**src/cfe_pkg.sv**
```systemverilog
`timescale 1ns / 1ps
// cfe_pkg: shared types and constants of the clipped span fill engine
// (beat structs, command codes, fill plan types); depends on nothing
package cfe_pkg;

  localparam int WIDTH   = 256;
  localparam int HEIGHT  = 256;
  localparam int PIXELS  = WIDTH * HEIGHT;
  localparam int AW      = (PIXELS > 1) ? $clog2(PIXELS) : 1;
  localparam int XW      = $clog2(WIDTH + 1);
  localparam int YW      = $clog2(HEIGHT + 1);
  localparam int COUNT_W = 17;
  localparam int NSEG    = 4;
  localparam int SEG_W   = $clog2(NSEG);

  localparam logic [31:0] RESET_PIXEL = 32'hff222020;

  typedef enum logic [2:0] {
    CMD_CLEAR   = 3'd0,
    CMD_HSPAN   = 3'd1,
    CMD_VSPAN   = 3'd2,
    CMD_FILL    = 3'd3,
    CMD_OUTLINE = 3'd4,
    CMD_READ    = 3'd5
  } cmd_t;

  typedef struct packed {
    logic [2:0]         command;
    logic signed [15:0] x_start;
    logic signed [15:0] x_end;
    logic signed [15:0] y_start;
    logic signed [15:0] y_end;
    logic [31:0]        color;
  } in_t;

  typedef struct packed {
    logic [31:0]        read_color;
    logic [COUNT_W-1:0] pixels_written;
  } out_t;

  // one clipped rectangle [xa,xb) x [ya,yb)
  typedef struct packed {
    logic          en;
    logic [XW-1:0] xa;
    logic [XW-1:0] xb;
    logic [YW-1:0] ya;
    logic [YW-1:0] yb;
  } seg_t;

  typedef struct packed {
    seg_t [NSEG-1:0] seg;
    logic            corr;
    logic            rd;
  } plan_t;

  typedef struct packed {
    logic          we;
    logic          re;
    logic [AW-1:0] addr;
    logic [31:0]   wdata;
  } mem_req_t;

  function automatic plan_t clear_plan();
    plan_t p;
    p = '0;
    p.seg[0].en = 1'b1;
    p.seg[0].xa = '0;
    p.seg[0].xb = XW'(WIDTH);
    p.seg[0].ya = '0;
    p.seg[0].yb = YW'(HEIGHT);
    return p;
  endfunction

endpackage

```
**src/cfe_decode.sv**
```systemverilog
`timescale 1ns / 1ps
// cfe_decode: orders, clips and clamps one command into up to four rectangles
// depends on cfe_pkg
module cfe_decode (
  input  cfe_pkg::in_t   in_item,
  output cfe_pkg::plan_t plan
);

  localparam logic signed [15:0] WLIM = 16'(cfe_pkg::WIDTH);
  localparam logic signed [15:0] HLIM = 16'(cfe_pkg::HEIGHT);
  localparam logic signed [15:0] ONE  = 16'sd1;

  function automatic logic [15:0] clampc(logic signed [15:0] v, logic signed [15:0] hi);
    logic [15:0] r;
    if (v < 16'sd0) r = '0;
    else if (v > hi) r = hi;
    else r = v;
    return r;
  endfunction

  function automatic cfe_pkg::seg_t mk(logic en, logic [15:0] xa, logic [15:0] xb,
                                       logic [15:0] ya, logic [15:0] yb);
    cfe_pkg::seg_t s;
    s.xa = xa[cfe_pkg::XW-1:0];
    s.xb = xb[cfe_pkg::XW-1:0];
    s.ya = ya[cfe_pkg::YW-1:0];
    s.yb = yb[cfe_pkg::YW-1:0];
    s.en = en && (s.xa < s.xb) && (s.ya < s.yb);
    return s;
  endfunction

  logic signed [15:0] lx, hx, ly, hy;
  logic [15:0]        cxa, cxb, cya, cyb;
  logic               overlap, x_in, y_in, left, top;

  always_comb begin
    lx = (in_item.x_end < in_item.x_start) ? in_item.x_end : in_item.x_start;
    hx = (in_item.x_end < in_item.x_start) ? in_item.x_start : in_item.x_end;
    ly = (in_item.y_end < in_item.y_start) ? in_item.y_end : in_item.y_start;
    hy = (in_item.y_end < in_item.y_start) ? in_item.y_start : in_item.y_end;
    cxa = clampc(lx, WLIM);
    cxb = clampc(hx, WLIM);
    cya = clampc(ly, HLIM);
    cyb = clampc(hy, HLIM);
    x_in = (in_item.x_start >= 16'sd0) && (in_item.x_start < WLIM);
    y_in = (in_item.y_start >= 16'sd0) && (in_item.y_start < HLIM);
    overlap = (lx < WLIM) && (hx >= 16'sd0) && (ly < HLIM) && (hy >= 16'sd0);
    left = lx >= 16'sd0;
    top  = ly >= 16'sd0;

    plan = '0;
    case (in_item.command)
      cfe_pkg::CMD_CLEAR: begin
        plan = cfe_pkg::clear_plan();
      end
      cfe_pkg::CMD_HSPAN: begin
        plan.seg[0] = mk(y_in, cxa, cxb, in_item.y_start, in_item.y_start + ONE);
      end
      cfe_pkg::CMD_VSPAN: begin
        plan.seg[0] = mk(x_in, in_item.x_start, in_item.x_start + ONE, cya, cyb);
      end
      cfe_pkg::CMD_FILL: begin
        plan.seg[0] = mk(overlap, cxa, cxb, cya, cyb);
      end
      cfe_pkg::CMD_OUTLINE: begin
        plan.seg[0] = mk(overlap && left, lx, lx + ONE, cya, cyb);
        plan.seg[1] = mk(overlap && (hx < WLIM) && (hx != lx), hx, hx + ONE, cya, cyb);
        plan.seg[2] = mk(overlap && top, cxa, cxb, ly, ly + ONE);
        plan.seg[3] = mk(overlap && (hy < HLIM) && (hy != ly), cxa, cxb, hy, hy + ONE);
        plan.corr   = overlap && left && top && (lx < hx) && (ly < hy);
      end
      cfe_pkg::CMD_READ: begin
        plan.seg[0] = mk(x_in && y_in, in_item.x_start, in_item.x_start + ONE,
                         in_item.y_start, in_item.y_start + ONE);
        plan.rd     = 1'b1;
      end
      default: begin
        plan = '0;
      end
    endcase
  end

endmodule

```
**config.mk**
```make
export PLATFORM = sky130hd
export DESIGN_NAME = cfe_decode
export DESIGN_NICKNAME = d
export VERILOG_FILES = /design/src/cfe_pkg.sv /design/src/cfe_decode.sv
export SDC_FILE = /design/constraint.sdc
export NUM_CORES = 1
export LEC_CHECK = 0
export BUFFER_PORTS_ARGS = -buffer_cell sky130_fd_sc_hd__buf_2
export CAP_MARGIN = 10
export CORE_MARGIN = 2
export CORE_UTILIZATION = 52
export DETAILED_ROUTE_END_ITERATION = 7
export PLACE_DENSITY = 0.86
export SLEW_MARGIN = 15
export SYNTH_ARGS = -nofsm -noshare
export SYNTH_HDL_FRONTEND = slang
export SYNTH_SLANG_ARGS = --single-unit
```
**constraint.sdc**
```tcl
create_clock -name vclk -period 15.9
set_input_delay 3.975 -clock vclk [all_inputs]
set_output_delay 3.975 -clock vclk [all_outputs]
set_load 0.01 [all_outputs]
```
==> results_dict.tcl <==
set metrics [dict create \
    tightest_slew_ps 988.2 \
    fmax_mhz 66.93 \
    vdd_drop_max_mv 0.02120 \
    cts_setup_buffers 0 \
    tns_ps 0 \
    min_from "in_item[84]" \
    syn_area_um2 5956 \
    drc_errors 0 \
    final_nets 1305 \
    rows 39 \
    min_period_ps 14940 \
    wl_per_cell_um 17.49 \
    startpoint_type "input port" \
    ctsResizeCount 0 \
    max-slew-margin-rel 0.3412 \
    max-cap-violations 0 \
    setup_viol 0 \
    pre_cts_slack_ps 1117 \
    ys_warn_count 0 \
    vias 7858 \
    grt_use_met3 0.02734 \
    io_buffers 217 \
    final_hold_viol_count 0 \
    fin_ws_ps 958.8 \
    grt_pass1_vias 6979 \
    min_path_type "in2out" \
    crit_top_cell "a21o_1" \
    drtPass1Iterations 5 \
    met1_usage 0.4491 \
    nFillCells 1082 \
    drt_iter0_drc 802 \
    drive_gt1_frac 0.2214 \
    avgViaCountPerCell 6.217 \
    dieArea_um2 12330 \
    hold_depth 3 \
    initial_utilization 0.5261 \
    rsz0062_at_grt "no" \
    crit_fanout 22 \
    yosysTopAreaCell "ha_1" \
    grt_overflow_total 0 \
    gr-usage-all-layers 0.3309 \
    die_y_um 111.0 \
    synth_area_leaders "ha_1 18%, nor2_1 10%, a21oi_1 5.5%, nand2_1 4.7%, inv_1 3.8%" \
    ys_top_cells_by_count "162 x nor2_1, 84 x ha_1, 74 x nand2_1, 65 x a21oi_1, 61 x inv_1" \
    core_um2 11320 \
    postCtsHoldBufs 0 \
    avgSynthCellArea_um2 6.223 \
    endpoint_kind "primary output" \
    pwr_density_cell_nw_per_um2 38.98 \
    seq_area_um2 0 \
    drv_slew 0 \
    synth.distinct_cells 80 \
    status "finished clean" \
    critical_path.max_stage_delay_ps 680 \
    grt_max_degree 49 \
    antenna_found_initial 0 \
    seq_cell_count 0 \
    cp.required_ps 11930 \
    area_growth_pct 17.12 \
    die_w_um 111.0 \
    seq_area_frac_synth 0 \
    grtUsageMet2 0.5640 \
    p_leak_nw 3.687 \
    gp_congestion 0.9766 \
    grt_pass1_wl_um 34600 \
    postRouteAntennaNets 0 \
    clock_buffers 0 \
    whs_endpoint "plan[33]" \
    synth_top_cell_area_share 0.1765 \
    syn_nets 1140 \
    slowest_stage "o31ai_2" \
    arrival_ps 10970 \
    post-synth-top-count-cell "nor2_1" \
    worstSetupPathType "in2out" \
    routed_wirelength_um 22100 \
    post-route-period-util 0.9397 \
    ios 249 \
    post-dp-hpwl_um 17540 \
    busiest_layer "met2" \
    syn_inst 957 \
]
## layout make-up
cell class         count  area (µm²)  share of cell area
multi-input cells    825        5381              0.7715
repair buffers       226        1154              0.1654
inverters             69       259.0             0.03713
well taps            143       178.9             0.02565
diodes                 1       2.502           0.0003587
## critical path, delay by kind of cell
family / cells / cell delay [ps]
AOI/OAI and AO/OA: 14 / 3900
buffers and inverters: 4 / 750
adders and majority gates: 3 / 1050
and+or+nand+nor: 6 / 1250
## routing by layer
layer	vias up	part of all wire	wire length (µm)
met5	-	0	0
met4	0	0.035	771
met3	72	0.096	2112
met2	447	0.46	10110
met1	3556	0.41	9111
li1	3783	-	-
## power breakdown
group	switching [mW]	internal (mW)	leakage, nW
clock network	0	0.00000000840	0.00000634
registers	0	0	0
logic	0.175	0.0967	3.69
total	0.175	0.0967	3.69
## cell usage in the layout, fill, tap and decap left out, drive strengths merged, types with 8 or more instances in the layout
cell,n
a21o,17
o22ai,30
nor4,17
buf,226
xor2,10
nor2b,11
and3,19
or3,10
and2,20
o21ai,45
a22oi,11
mux2i,22
inv,64
o211ai,10
nand3,34
a21oi,65
ha,84
nand2,75
nor2,162
nand4,13
a211oi,8
mux2,8
nand2b,19
nor3,29
a31oi,13
xnor2,20
## through the flow
stage	cells	hold WS, ps	cell area, µm²	power (mW)	util
after floorplan	957	8118	5956	0.1836	-
after global placement	1263	8391	6973	0.2600	0.6159
after detailed placement	1263	8394	6973	0.2641	0.6159
after CTS	1263	8395	6973	0.2653	0.6159
after global routing	1263	8425	6973	0.2967	0.6159
final	1264	8399	6975	0.2719	0.6162
## cells by family after synthesis
family                     count (synthesis)  synth area share
and+or+nand+nor                          434            0.3571
AOI/OAI and AO/OA                        247            0.2706
buffers and inverters                    132           0.09685
adders and majority gates                 84            0.1765
xor gates and xnor gates                  30           0.04412
muxes                                     30           0.05483
## worst max path at each step
stage | cells after the start | slack (ps) | from | end
6_report | 27 | 960 | in_item[55] | plan[38]
3_5_place_dp | 27 | 1120 | in_item[55] | plan[38]
2_1_floorplan | 30 | 1770 | in_item[50] | plan[38]
4_1_cts | 27 | 1110 | in_item[55] | plan[38]
3_3_place_gp | 28 | 1200 | in_item[55] | plan[38]
5_1_grt | 27 | 580 | in_item[55] | plan[38]
(Power assumes the default switching activity.)
