<file path="config.mk">
export PLATFORM = sky130hd
export DESIGN_NAME = cfe_sweep
export DESIGN_NICKNAME = d
export VERILOG_FILES = /design/src/cfe_pkg.sv /design/src/cfe_sweep.sv
export SDC_FILE = /design/constraint.sdc
export NUM_CORES = 1
export LEC_CHECK = 0
export CELL_PAD_IN_SITES_DETAIL_PLACEMENT = 2
export CELL_PAD_IN_SITES_GLOBAL_PLACEMENT = 2
export CORE_ASPECT_RATIO = 1.1
export CORE_UTILIZATION = 30
export DETAILED_ROUTE_END_ITERATION = 6
export DONT_BUFFER_PORTS = 1
export HOLD_SLACK_MARGIN = 0.03
export PLACE_DENSITY_LB_ADDON = 0.1
export REMOVE_ABC_BUFFERS = 1
export SLEW_MARGIN = 0
export SYNTH_ARGS = -nofsm -noshare
export SYNTH_HDL_FRONTEND = slang
export SYNTH_SLANG_ARGS = --single-unit
</file>
<file path="constraint.sdc">
create_clock -name clk -period 6.77 [get_ports clk]
set_input_delay 1.354 -clock clk [delete_from_list [all_inputs] [get_ports clk]]
set_output_delay 1.354 -clock clk [all_outputs]
set_load 0.02 [all_outputs]
</file>
<file path="src/cfe_pkg.sv">
`timescale 1ns / 1ps
// cfe_pkg: shared types and constants of the clipped span fill engine
// (beat structs, command codes, fill plan types); depends on nothing
package cfe_pkg;

  localparam int WIDTH   = 256;
  localparam int HEIGHT  = 256;
  localparam int PIXELS  = WIDTH * HEIGHT;
  localparam int AW      = (PIXELS > 1) ? $clog2(PIXELS) : 1;
  localparam int XW      = $clog2(WIDTH + 1);
  localparam int YW      = $clog2(HEIGHT + 1);
  localparam int COUNT_W = 17;
  localparam int NSEG    = 4;
  localparam int SEG_W   = $clog2(NSEG);

  localparam logic [31:0] RESET_PIXEL = 32'hff222020;

  typedef enum logic [2:0] {
    CMD_CLEAR   = 3'd0,
    CMD_HSPAN   = 3'd1,
    CMD_VSPAN   = 3'd2,
    CMD_FILL    = 3'd3,
    CMD_OUTLINE = 3'd4,
    CMD_READ    = 3'd5
  } cmd_t;

  typedef struct packed {
    logic [2:0]         command;
    logic signed [15:0] x_start;
    logic signed [15:0] x_end;
    logic signed [15:0] y_start;
    logic signed [15:0] y_end;
    logic [31:0]        color;
  } in_t;

  typedef struct packed {
    logic [31:0]        read_color;
    logic [COUNT_W-1:0] pixels_written;
  } out_t;

  // one clipped rectangle [xa,xb) x [ya,yb)
  typedef struct packed {
    logic          en;
    logic [XW-1:0] xa;
    logic [XW-1:0] xb;
    logic [YW-1:0] ya;
    logic [YW-1:0] yb;
  } seg_t;

  typedef struct packed {
    seg_t [NSEG-1:0] seg;
    logic            corr;
    logic            rd;
  } plan_t;

  typedef struct packed {
    logic          we;
    logic          re;
    logic [AW-1:0] addr;
    logic [31:0]   wdata;
  } mem_req_t;

  function automatic plan_t clear_plan();
    plan_t p;
    p = '0;
    p.seg[0].en = 1'b1;
    p.seg[0].xa = '0;
    p.seg[0].xb = XW'(WIDTH);
    p.seg[0].ya = '0;
    p.seg[0].yb = YW'(HEIGHT);
    return p;
  endfunction

endpackage

</file>
<file path="src/cfe_sweep.sv">
`timescale 1ns / 1ps
// cfe_sweep: sequencer that walks the planned rectangles over the pixel store,
// counts writes, performs pixel reads and issues the result beat; depends on cfe_pkg
module cfe_sweep (
  input  logic              clk,
  input  logic              rst_n,
  input  logic              start,
  input  cfe_pkg::plan_t    plan,
  input  logic [31:0]       color,
  input  logic [31:0]       mem_rdata,
  output cfe_pkg::mem_req_t mem_req,
  output logic              busy,
  output logic              out_valid,
  output cfe_pkg::out_t     out_item
);

  typedef enum logic [2:0] {
    S_IDLE,
    S_SETUP,
    S_RUN,
    S_RD,
    S_RDW,
    S_DONE
  } state_t;

  localparam logic [cfe_pkg::SEG_W-1:0] LAST_SEG = cfe_pkg::SEG_W'(cfe_pkg::NSEG - 1);
  localparam logic [cfe_pkg::AW-1:0]    ROW_STEP = cfe_pkg::AW'(cfe_pkg::WIDTH);

  state_t                        state_r;
  cfe_pkg::plan_t                plan_r;
  logic [31:0]                   color_r;
  logic [cfe_pkg::SEG_W-1:0]     seg_r;
  logic [cfe_pkg::XW-1:0]        x_r;
  logic [cfe_pkg::YW-1:0]        y_r;
  logic [cfe_pkg::AW-1:0]        addr_r;
  logic [cfe_pkg::AW-1:0]        row_r;
  logic [cfe_pkg::COUNT_W-1:0]   cnt_r;
  logic [31:0]                   rd_r;
  logic                          quiet_r;
  logic                          out_valid_r;
  cfe_pkg::out_t                 out_r;

  cfe_pkg::seg_t                 cur;
  logic [cfe_pkg::AW-1:0]        base;
  logic                          x_last, y_last;

  always_comb begin
    cur    = plan_r.seg[seg_r];
    base   = cfe_pkg::AW'(cur.ya) * ROW_STEP + cfe_pkg::AW'(cur.xa);
    x_last = ({1'b0, x_r} + (cfe_pkg::XW + 1)'(1)) == {1'b0, cur.xb};
    y_last = ({1'b0, y_r} + (cfe_pkg::YW + 1)'(1)) == {1'b0, cur.yb};
  end

  always_ff @(posedge clk) begin
    if (!rst_n) begin
      state_r     <= S_SETUP;
      plan_r      <= cfe_pkg::clear_plan();
      color_r     <= cfe_pkg::RESET_PIXEL;
      seg_r       <= '0;
      cnt_r       <= '0;
      rd_r        <= '0;
      quiet_r     <= 1'b1;
      out_valid_r <= 1'b0;
    end else begin
      out_valid_r <= 1'b0;
      case (state_r)
        S_IDLE: begin
          if (start) begin
            plan_r  <= plan;
            color_r <= color;
            seg_r   <= '0;
            cnt_r   <= '0;
            rd_r    <= '0;
            quiet_r <= 1'b0;
            state_r <= S_SETUP;
          end
        end
        S_SETUP: begin
          if (cur.en) begin
            x_r     <= cur.xa;
            y_r     <= cur.ya;
            addr_r  <= base;
            row_r   <= base;
            state_r <= plan_r.rd ? S_RD : S_RUN;
          end else if (seg_r == LAST_SEG) begin
            state_r <= S_DONE;
          end else begin
            seg_r <= seg_r + cfe_pkg::SEG_W'(1);
          end
        end
        S_RUN: begin
          cnt_r <= cnt_r + cfe_pkg::COUNT_W'(1);
          if (x_last) begin
            if (y_last) begin
              if (seg_r == LAST_SEG) begin
                state_r <= S_DONE;
              end else begin
                seg_r   <= seg_r + cfe_pkg::SEG_W'(1);
                state_r <= S_SETUP;
              end
            end else begin
              y_r    <= y_r + cfe_pkg::YW'(1);
              x_r    <= cur.xa;
              row_r  <= row_r + ROW_STEP;
              addr_r <= row_r + ROW_STEP;
            end
          end else begin
            x_r    <= x_r + cfe_pkg::XW'(1);
            addr_r <= addr_r + cfe_pkg::AW'(1);
          end
        end
        S_RD: begin
          state_r <= S_RDW;
        end
        S_RDW: begin
          rd_r    <= mem_rdata;
          state_r <= S_DONE;
        end
        S_DONE: begin
          out_valid_r             <= !quiet_r;
          out_r.read_color        <= rd_r;
          out_r.pixels_written    <= cnt_r - cfe_pkg::COUNT_W'(plan_r.corr);
          state_r                 <= S_IDLE;
        end
        default: begin
          state_r <= S_IDLE;
        end
      endcase
    end
  end

  always_comb begin
    mem_req.we    = state_r == S_RUN;
    mem_req.re    = state_r == S_RD;
    mem_req.addr  = addr_r;
    mem_req.wdata = color_r;
  end

  assign busy      = state_r != S_IDLE;
  assign out_valid = out_valid_r;
  assign out_item  = out_r;

  a_addr_tracks_xy: assert property (@(posedge clk) disable iff (!rst_n)
    state_r == S_RUN |->
      addr_r == cfe_pkg::AW'(y_r) * ROW_STEP + cfe_pkg::AW'(x_r))
    else $error("write address does not match pixel coordinates");

  a_walk_in_bounds: assert property (@(posedge clk) disable iff (!rst_n)
    state_r == S_RUN |-> (cur.en && x_r < cur.xb && y_r < cur.yb))
    else $error("pixel walk left its rectangle");

  a_no_write_on_read: assert property (@(posedge clk) disable iff (!rst_n)
    mem_req.we |-> !plan_r.rd)
    else $error("store written during a pixel read");

  a_result_after_done: assert property (@(posedge clk) disable iff (!rst_n)
    out_valid_r |-> $past(state_r == S_DONE))
    else $error("result beat without a finished command");

endmodule

</file>
==> summary.md, run 1 <==
| Metric | Value |
|---|---|
| Post-CTS Setup Inserts | 0 |
| CP max FO | 32 |
| Period minus WS final | 3.89 ns |
| Critical Path, Cell by Cell | mux4_2, xnor2_1, or3_1, a21boi_2, and3_1, o21ai_2, buf_4 |
| Reg clk slew, reported paths | about 0.06 ns |
| Synth Flop Type | dfxtp_1 |
| Area of the multi-input gates | 6870 um^2 |
| Vias in the first global route | 12000 |
| IO Port Bufs | 0 |
| Gr usage total | roughly 17% |
| DR iter-0 viols | 513 |
| CP Class | reg -> reg |
| Ratio of cells with drive above 1 in the final layout | under 10% |
| Clock latency on the worst-skew pair | ~0.56 ns |
| Via count | 10900 |
| CTS tree | yes |
| Storage cell area | 7740 um^2 |
| Post_cts resized | 0 |
| WL final | 44.2 mm |
| Initial antenna violation count | 0 |
| Ys Warns | 0 |
| Core area | 50000 um^2 |
| Top Ports | about 320 |
| Net Sw Frac | between 30% and 40% |
| Sw Pwr | 2.17 mW |
| Yosys top cell area share | roughly a third |
| Worst hold path startpoint | quiet_r |
| Post-synthesis sequential area ratio | about half |
| Cells after Synth | about 1600 |
| FF-to-FF Start | seg_r[0] |
| Fraction of registers with async set/reset | 0% |
| Worst-margin pin slew | about 1.1 ns |
| Hold path cells | 1 |
| Crit path max-delay family | simple AND/OR/NAND/NOR gates |
| Overall power | 6.47 mW |
| P&R area growth vs syn | 11.4% |
| Fraction of the mapped netlist area in compound gates | between 10% and 20% |
| Cell with the most instances after synthesis | nand2_1 |
| Post-synthesis mux area share | 7.25% |
| Hold Path Class | reg -> reg |
| Synthesized area | 15200 um^2 |
| Die height | approximately 240 um |
| Clock sink count | 337 |
| Worst path max stage delay | 0.93 ns |
| Ranking of synthesized cells by area | dfxtp_1 31%, edfxtp_1 20%, nand2_1 11% |
| Fin Setup TNS | 0 ns |
| Mapped Avg Cell Area | roughly 9.7 um^2 |
| Flop pwr share | between 40 and 50% |
| Crit. End Element | flop |
| Fin nets | around 1700 |
| Row Count | 86 |
| Crit-path slowest cell | and3_1 |
| DP Worst Slack | 2.76 ns |
| Initial Util | between 30% and 40% |
| Clock Tree Buf Depth | 3 |
| Post-detail-place hpwl | ~29 mm |
| Combinational Power Share | a little over a fifth |
| Critical path launch point type | flop |
| Achievable Freq | 257 MHz |
| Synth cell types | 61 |
| H-tree levels | 2 |
| DIE WIDTH | ~220 um |
| Worst VDD drop | approximately 170 uV |
| Ant. Diodes | 0 |
| Status | finished clean |
| Critical path depth in cells | 7 |
| Final count of pins violating max slew | 0 |
| DRT Pass-1 Iters | 6 |
| Die area | a little over 50000 um^2 |
| Post-synthesis simple-gate area fraction | between 10% and 20% |
| Min Hold Slack | between 0.4 and 0.5 ns |
| CP required | approximately 7.0 ns |
| Post-DRT Antenna Nets | 0 |
| DRC viols | 0 |
| RePlAce Congestion | around 0.72 |
| Critical path buffer and inverter count | 1 |
| CP arrival | ~4.2 ns |
| Slew HR | a little over a quarter |
| Final Util | approximately a third |
| CP startpoint | seg_r[0] |
| Final worst-path setup slack | 2.88 ns |
| # Max-Cap Violations | 0 |
| Leakage | between 5 and 6 nW |
| Largest family of logic cells by synthesized area | simple AND/OR/NAND/NOR gates |
| Gr ovfl total | 0 |
| RSZ-0062 raised after global routing | false |
| Largest net degree at the start of global routing | ~240 |
| Synth Area in XOR/XNOR | under 10% |
| Synth cell count leaders | 452 x nand2_1, 238 x dfxtp_1, 205 x a21boi_0 |
| Period utilisation layout | a little under three fifths |
| Final hold viol count | 0 |
| WL per Instance | 20.1 um |
| Fillcell total | ~5500 |
| Post-synthesis adder-cell area fraction | less than 1% |
| Clock power frac | between 30% and 40% |
| # setup viols final | 0 |
| Post-CTS Hold Buffers | 0 |
| Internal power | approximately 4.3 mW |
| First-pass GRT wire length | 69.1 mm |
| Worst Clk Skew | approximately 0.023 ns |
| Cell Pwr Density | about 380 nW/um^2 |
| Inserted Clock Buffers | 40 |
| Register bit total from synthesis | 337 |
| Post-synth EDFFs | 99 |
| Root buffer cell | clkbuf_16 |
| Reg2reg path depth | 7 |
| Area leader, netlist | dfxtp_1 |
| Post-DR vias/cell | about 5 |
## metal layers
| metal | GRT usage, % | vias up | wire length, um |
|---|---|---|---|
| li1 | - | 5241 | - |
| met1 | 21.9 | 5398 | 19800 |
| met2 | 27.8 | 240 | 20400 |
| met3 | 5.43 | 59 | 3010 |
| met4 | 5.06 | 0 | 1030 |
| met5 | 0 | - | 0 |
## flip-flops by register name, indices dropped and copies added, names as in the netlist
| name | flops |
|---|---|
| addr_r | 16 |
| cnt_r | 17 |
| color_r | 32 |
| y_r | 9 |
| rd_r | 32 |
| x_r | 9 |
| row_r | 16 |
| state_r | 3 |
| plan_r | 150 |
| out_item | 49 |
| out_valid | 1 |
| quiet_r | 1 |
| seg_r | 2 |
## area by class of cell
class | instances | area share (%)
tap | 660 | 4.89
sequential | 337 | 45.8
multi-input combinational | 1102 | 40.6
inverter | 12 | 0.267
clock inverter | 16 | 0.792
timing repair buffer | 15 | 0.741
clock buffer | 56 | 6.84
## metrics by stage
step                instances  area (um^2)
global placement         2126        15600
global route             2198        16900
detailed placement       2126        15600
CTS                      2198        16900
floorplan                1451        14600
finish                   2198        16900
## logic make-up (layout without fill, tap and decap cells)
| group | Yosys count | after routing |
|---|---|---|
| XOR/XNOR | 72 | 72 |
| buffers and inverters | 127 | 99 |
| flip-flops | 337 | 337 |
| adder cells (fa/ha/maj) | 10 | 10 |
| multiplexers | 63 | 63 |
| AND/OR/NAND/NOR | 673 | 673 |
| AO/OA/AOI/OAI | 284 | 284 |
## power by group through the flow
stage                     Clock, mW  Combinational [mW]  Sequential (mW)
after CTS                      2.24                1.43             2.97
after detailed placement          0                1.43             3.01
after global placement            0                1.37             3.00
after floorplan                   0                1.05             2.85
after global routing           2.31                1.56             3.01
final                          2.14                1.38             2.95
## path summary, 6_finish.rpt
path | endpoint | slack [ns]
max | x_r[7] | 2.88
min | out_valid | 0.42
max reg2reg | x_r[7] | 2.88
min reg2reg | out_valid | 0.42
## layout by cell type (no fill, tap or decap), types with 7 or more instances in the layout
cell       synthesis  final
buf_4              2     14
o21bai_1           9      9
a21oi_1           15     15
a21boi_0         205    205
nand2_1          452    451
nand3_1           83     83
xnor2_1           35     35
mux4_2            34     34
and3_1            15     14
clkbuf_8           0      7
o21ai_0           26     25
mux2i_1           18     18
ha_1              10     10
nor3_1            10     10
edfxtp_1          99     99
nor2b_1            8      8
xor2_1            31     31
nor2_1            58     58
and2_1            13     12
clkbuf_1          93      7
inv_1             12     12
nand4_1            7      7
dfxtp_1          238    236
clkinv_2           0     11
mux2_2             9      9
clkbuf_16          0     41
No activity file was read; power rests on OpenSTA's default activity.
==> inputs of run 2 (changes only) <==
==> constraint.sdc (replaced) <==
create_clock -name clk -period 3.2 [get_ports clk]
set_input_delay 0.64 -clock clk [delete_from_list [all_inputs] [get_ports clk]]
set_output_delay 0.64 -clock clk [all_outputs]
set_load 0.02 [all_outputs]
==> run 2 against run 1 <==
Effect of this change: die area is the same; wire length grew 1.5%; sequential share of layout area shrank 0.52 points; sequential power grew 110%; highest routed layer is now met5.
==> summary.md, run 2 (synthesis gave the netlist of run 1 again) <==
| Metric | Value |
|---|---|
| Post-DRT Antenna Nets | 0 |
| Worst Clk Skew | between 0.02 and 0.025 ns |
| Slew HR | 45.9% |
| Most common cell after layout, fill and taps aside | nand2_1 |
| Critical path buffer and inverter count | 2 |
| Worst path max stage delay | approximately 0.54 ns |
| Period minus WS final | 3.05 ns |
| Clock latency on the worst-skew pair | 0.56 ns |
| Crit path max-delay family | multiplexers |
| DRT Pass-1 Iters | 5 |
| Post-detail-place hpwl | just over 30 mm |
| Post-DR vias/cell | around 5.0 |
| CP required | around 3.5 ns |
| Ratio of cells with drive above 1 in the final layout | 9.77% |
| Fin nets | ~1800 |
| Clock Tree Buf Depth | 3 |
| Final count of pins violating max slew | 0 |
| Initial Util | 30.3% |
| Post-CTS Hold Buffers | 0 |
| Final Util | 34.2% |
| Period utilisation layout | ~95% |
| WL final | around 45 mm |
| Placed inst area | roughly 16000 um^2 |
| Top Ports | between 300 and 400 |
| Root buffer cell | clkbuf_16 |
| Largest net degree at the start of global routing | approximately 240 |
| Final hold viol count | 0 |
| RePlAce Congestion | roughly 0.75 |
| Largest register FFs | 150 |
| Gr ovfl total | 0 |
| Worst-margin pin slew | a little over 0.8 ns |
| Area of the multi-input gates | between 6000 and 7000 um^2 |
| Reg2reg path depth | 9 |
| Crit-path slowest cell | mux4_2 |
| # setup viols final | 0 |
| CP Class | reg -> reg |
| Clock sink count | approximately 340 |
| CP arrival | approximately 3.3 ns |
| Achievable Freq | around 330 MHz |
| Reg clk slew, reported paths | 0.06 ns |
| Cell Pwr Density | between 800 and 900 nW/um^2 |
| Most frequent cells in the layout | 451 x nand2_1, 236 x dfxtp_1, 205 x a21boi_0, 99 x edfxtp_1, 83 x nand3_1 |
| H-tree levels | 2 |
| Ant. Diodes | 0 |
| Die area | 51500 um^2 |
| P&R area growth vs syn | 12.7% |
| Status | finished clean |
| RSZ-0062 raised after global routing | false |
| Overall power | between 10 and 15 mW |
| DRC viols | 0 |
| IO Port Bufs | 0 |
| Die height | around 240 um |
| Worst VDD drop | just over 300 uV |
| Inserted Clock Buffers | between 40 and 50 |
| Hold path cells | 2 |
| Leakage | about 5.8 nW |
| Critical path depth in cells | 9 |
| Storage cell area | around 7700 um^2 |
| DR iter-0 viols | around 440 |
| Final instance area | ~17000 um^2 |
| Gr usage total | between 10% and 20% |
| Biggest register | plan_r |
| Vias in the first global route | around 12000 |
| CTS tree | yes |
| Critical Path, Cell by Cell | buf_4, mux4_2, xnor2_1, or3_1, a21boi_2, and3_1, buf_12, mux2i_1, o21ai_0 |
| Initial antenna violation count | 1 |
| Hold Path Class | in -> reg |
| Critical path launch point type | flop |
| # Max-Cap Violations | 0 |
| Row Count | 86 |
| Crit. End Element | flop |
| WL per Instance | between 20 and 25 um |
| DIE WIDTH | ~220 um |
| Core area | 50000 um^2 |
| First-pass GRT wire length | around 69 mm |
| CP max FO | 18 |
| Via count | ~11000 |
| Fillcell total | around 5400 |
run 2: changes by cell type in the layout (fill, tap and decap cells not counted):
cell        delta
clkbuf_4       -1
buf_12         +7
clkinv_2       -1
bufinv_16      -2
clkinvlp_4     -2
a2111oi_4      +1
buf_4         +12
a2111oi_2      -1
clkbuf_1       +3
clkbuf_8       +2
run 2: layout make-up:
type | instances | share of cell area (%)
Clock buffer | 60 | 6.95
Clock inverter | 11 | 0.315
Inverter | 12 | 0.264
Multi-Input combinational cell | 1102 | 40.3
Sequential cell | 337 | 45.3
Tap cell | 660 | 4.83
Timing Repair Buffer | 34 | 2.08
run 2: power breakdown:
part	internal, mW	total (mW)	switching [mW]
sequential	5.23	6.15	0.922
clock	2.55	4.39	1.83
combinational	1.34	3.24	1.90
run 2: timing repair:
item | CTS | global route
setup endpoints to repair | 0 | 26
resized for setup | 0 | 1
setup buffers | 0 | 0
run 2: metrics by stage:
stage               hold slack [ns]  setup slack (ns)  cells  TNS (ns)
floorplan                     0.392             -2.70   1451   -418.54
global placement              0.408             0.233   2145         0
detailed placement            0.417             0.150   2145         0
CTS                           0.163             0.126   2216         0
global route                  0.197           0.00437   2216         0
finish                        0.213             0.154   2216         0
run 2: path summary, 6_finish.rpt:
path / start / endpoint / slack, ns
setup / recovery: seg_r[0] / addr_r[9] / 0.15
hold / removal: plan[38] / plan_r[38] / 0.21
setup reg to reg: seg_r[0] / addr_r[9] / 0.15
hold reg to reg: quiet_r / out_valid / 0.42
run 2: metal layers:
metal / global-route usage [%] / vias up / part of all wire, %
met5: 0 / - / 0.029
met4: 5.36 / 2 / 2.3
met3: 4.99 / 59 / 6.4
met2: 28.7 / 240 / 47
met1: 21.4 / 5444 / 44
li1: - / 5282 / -
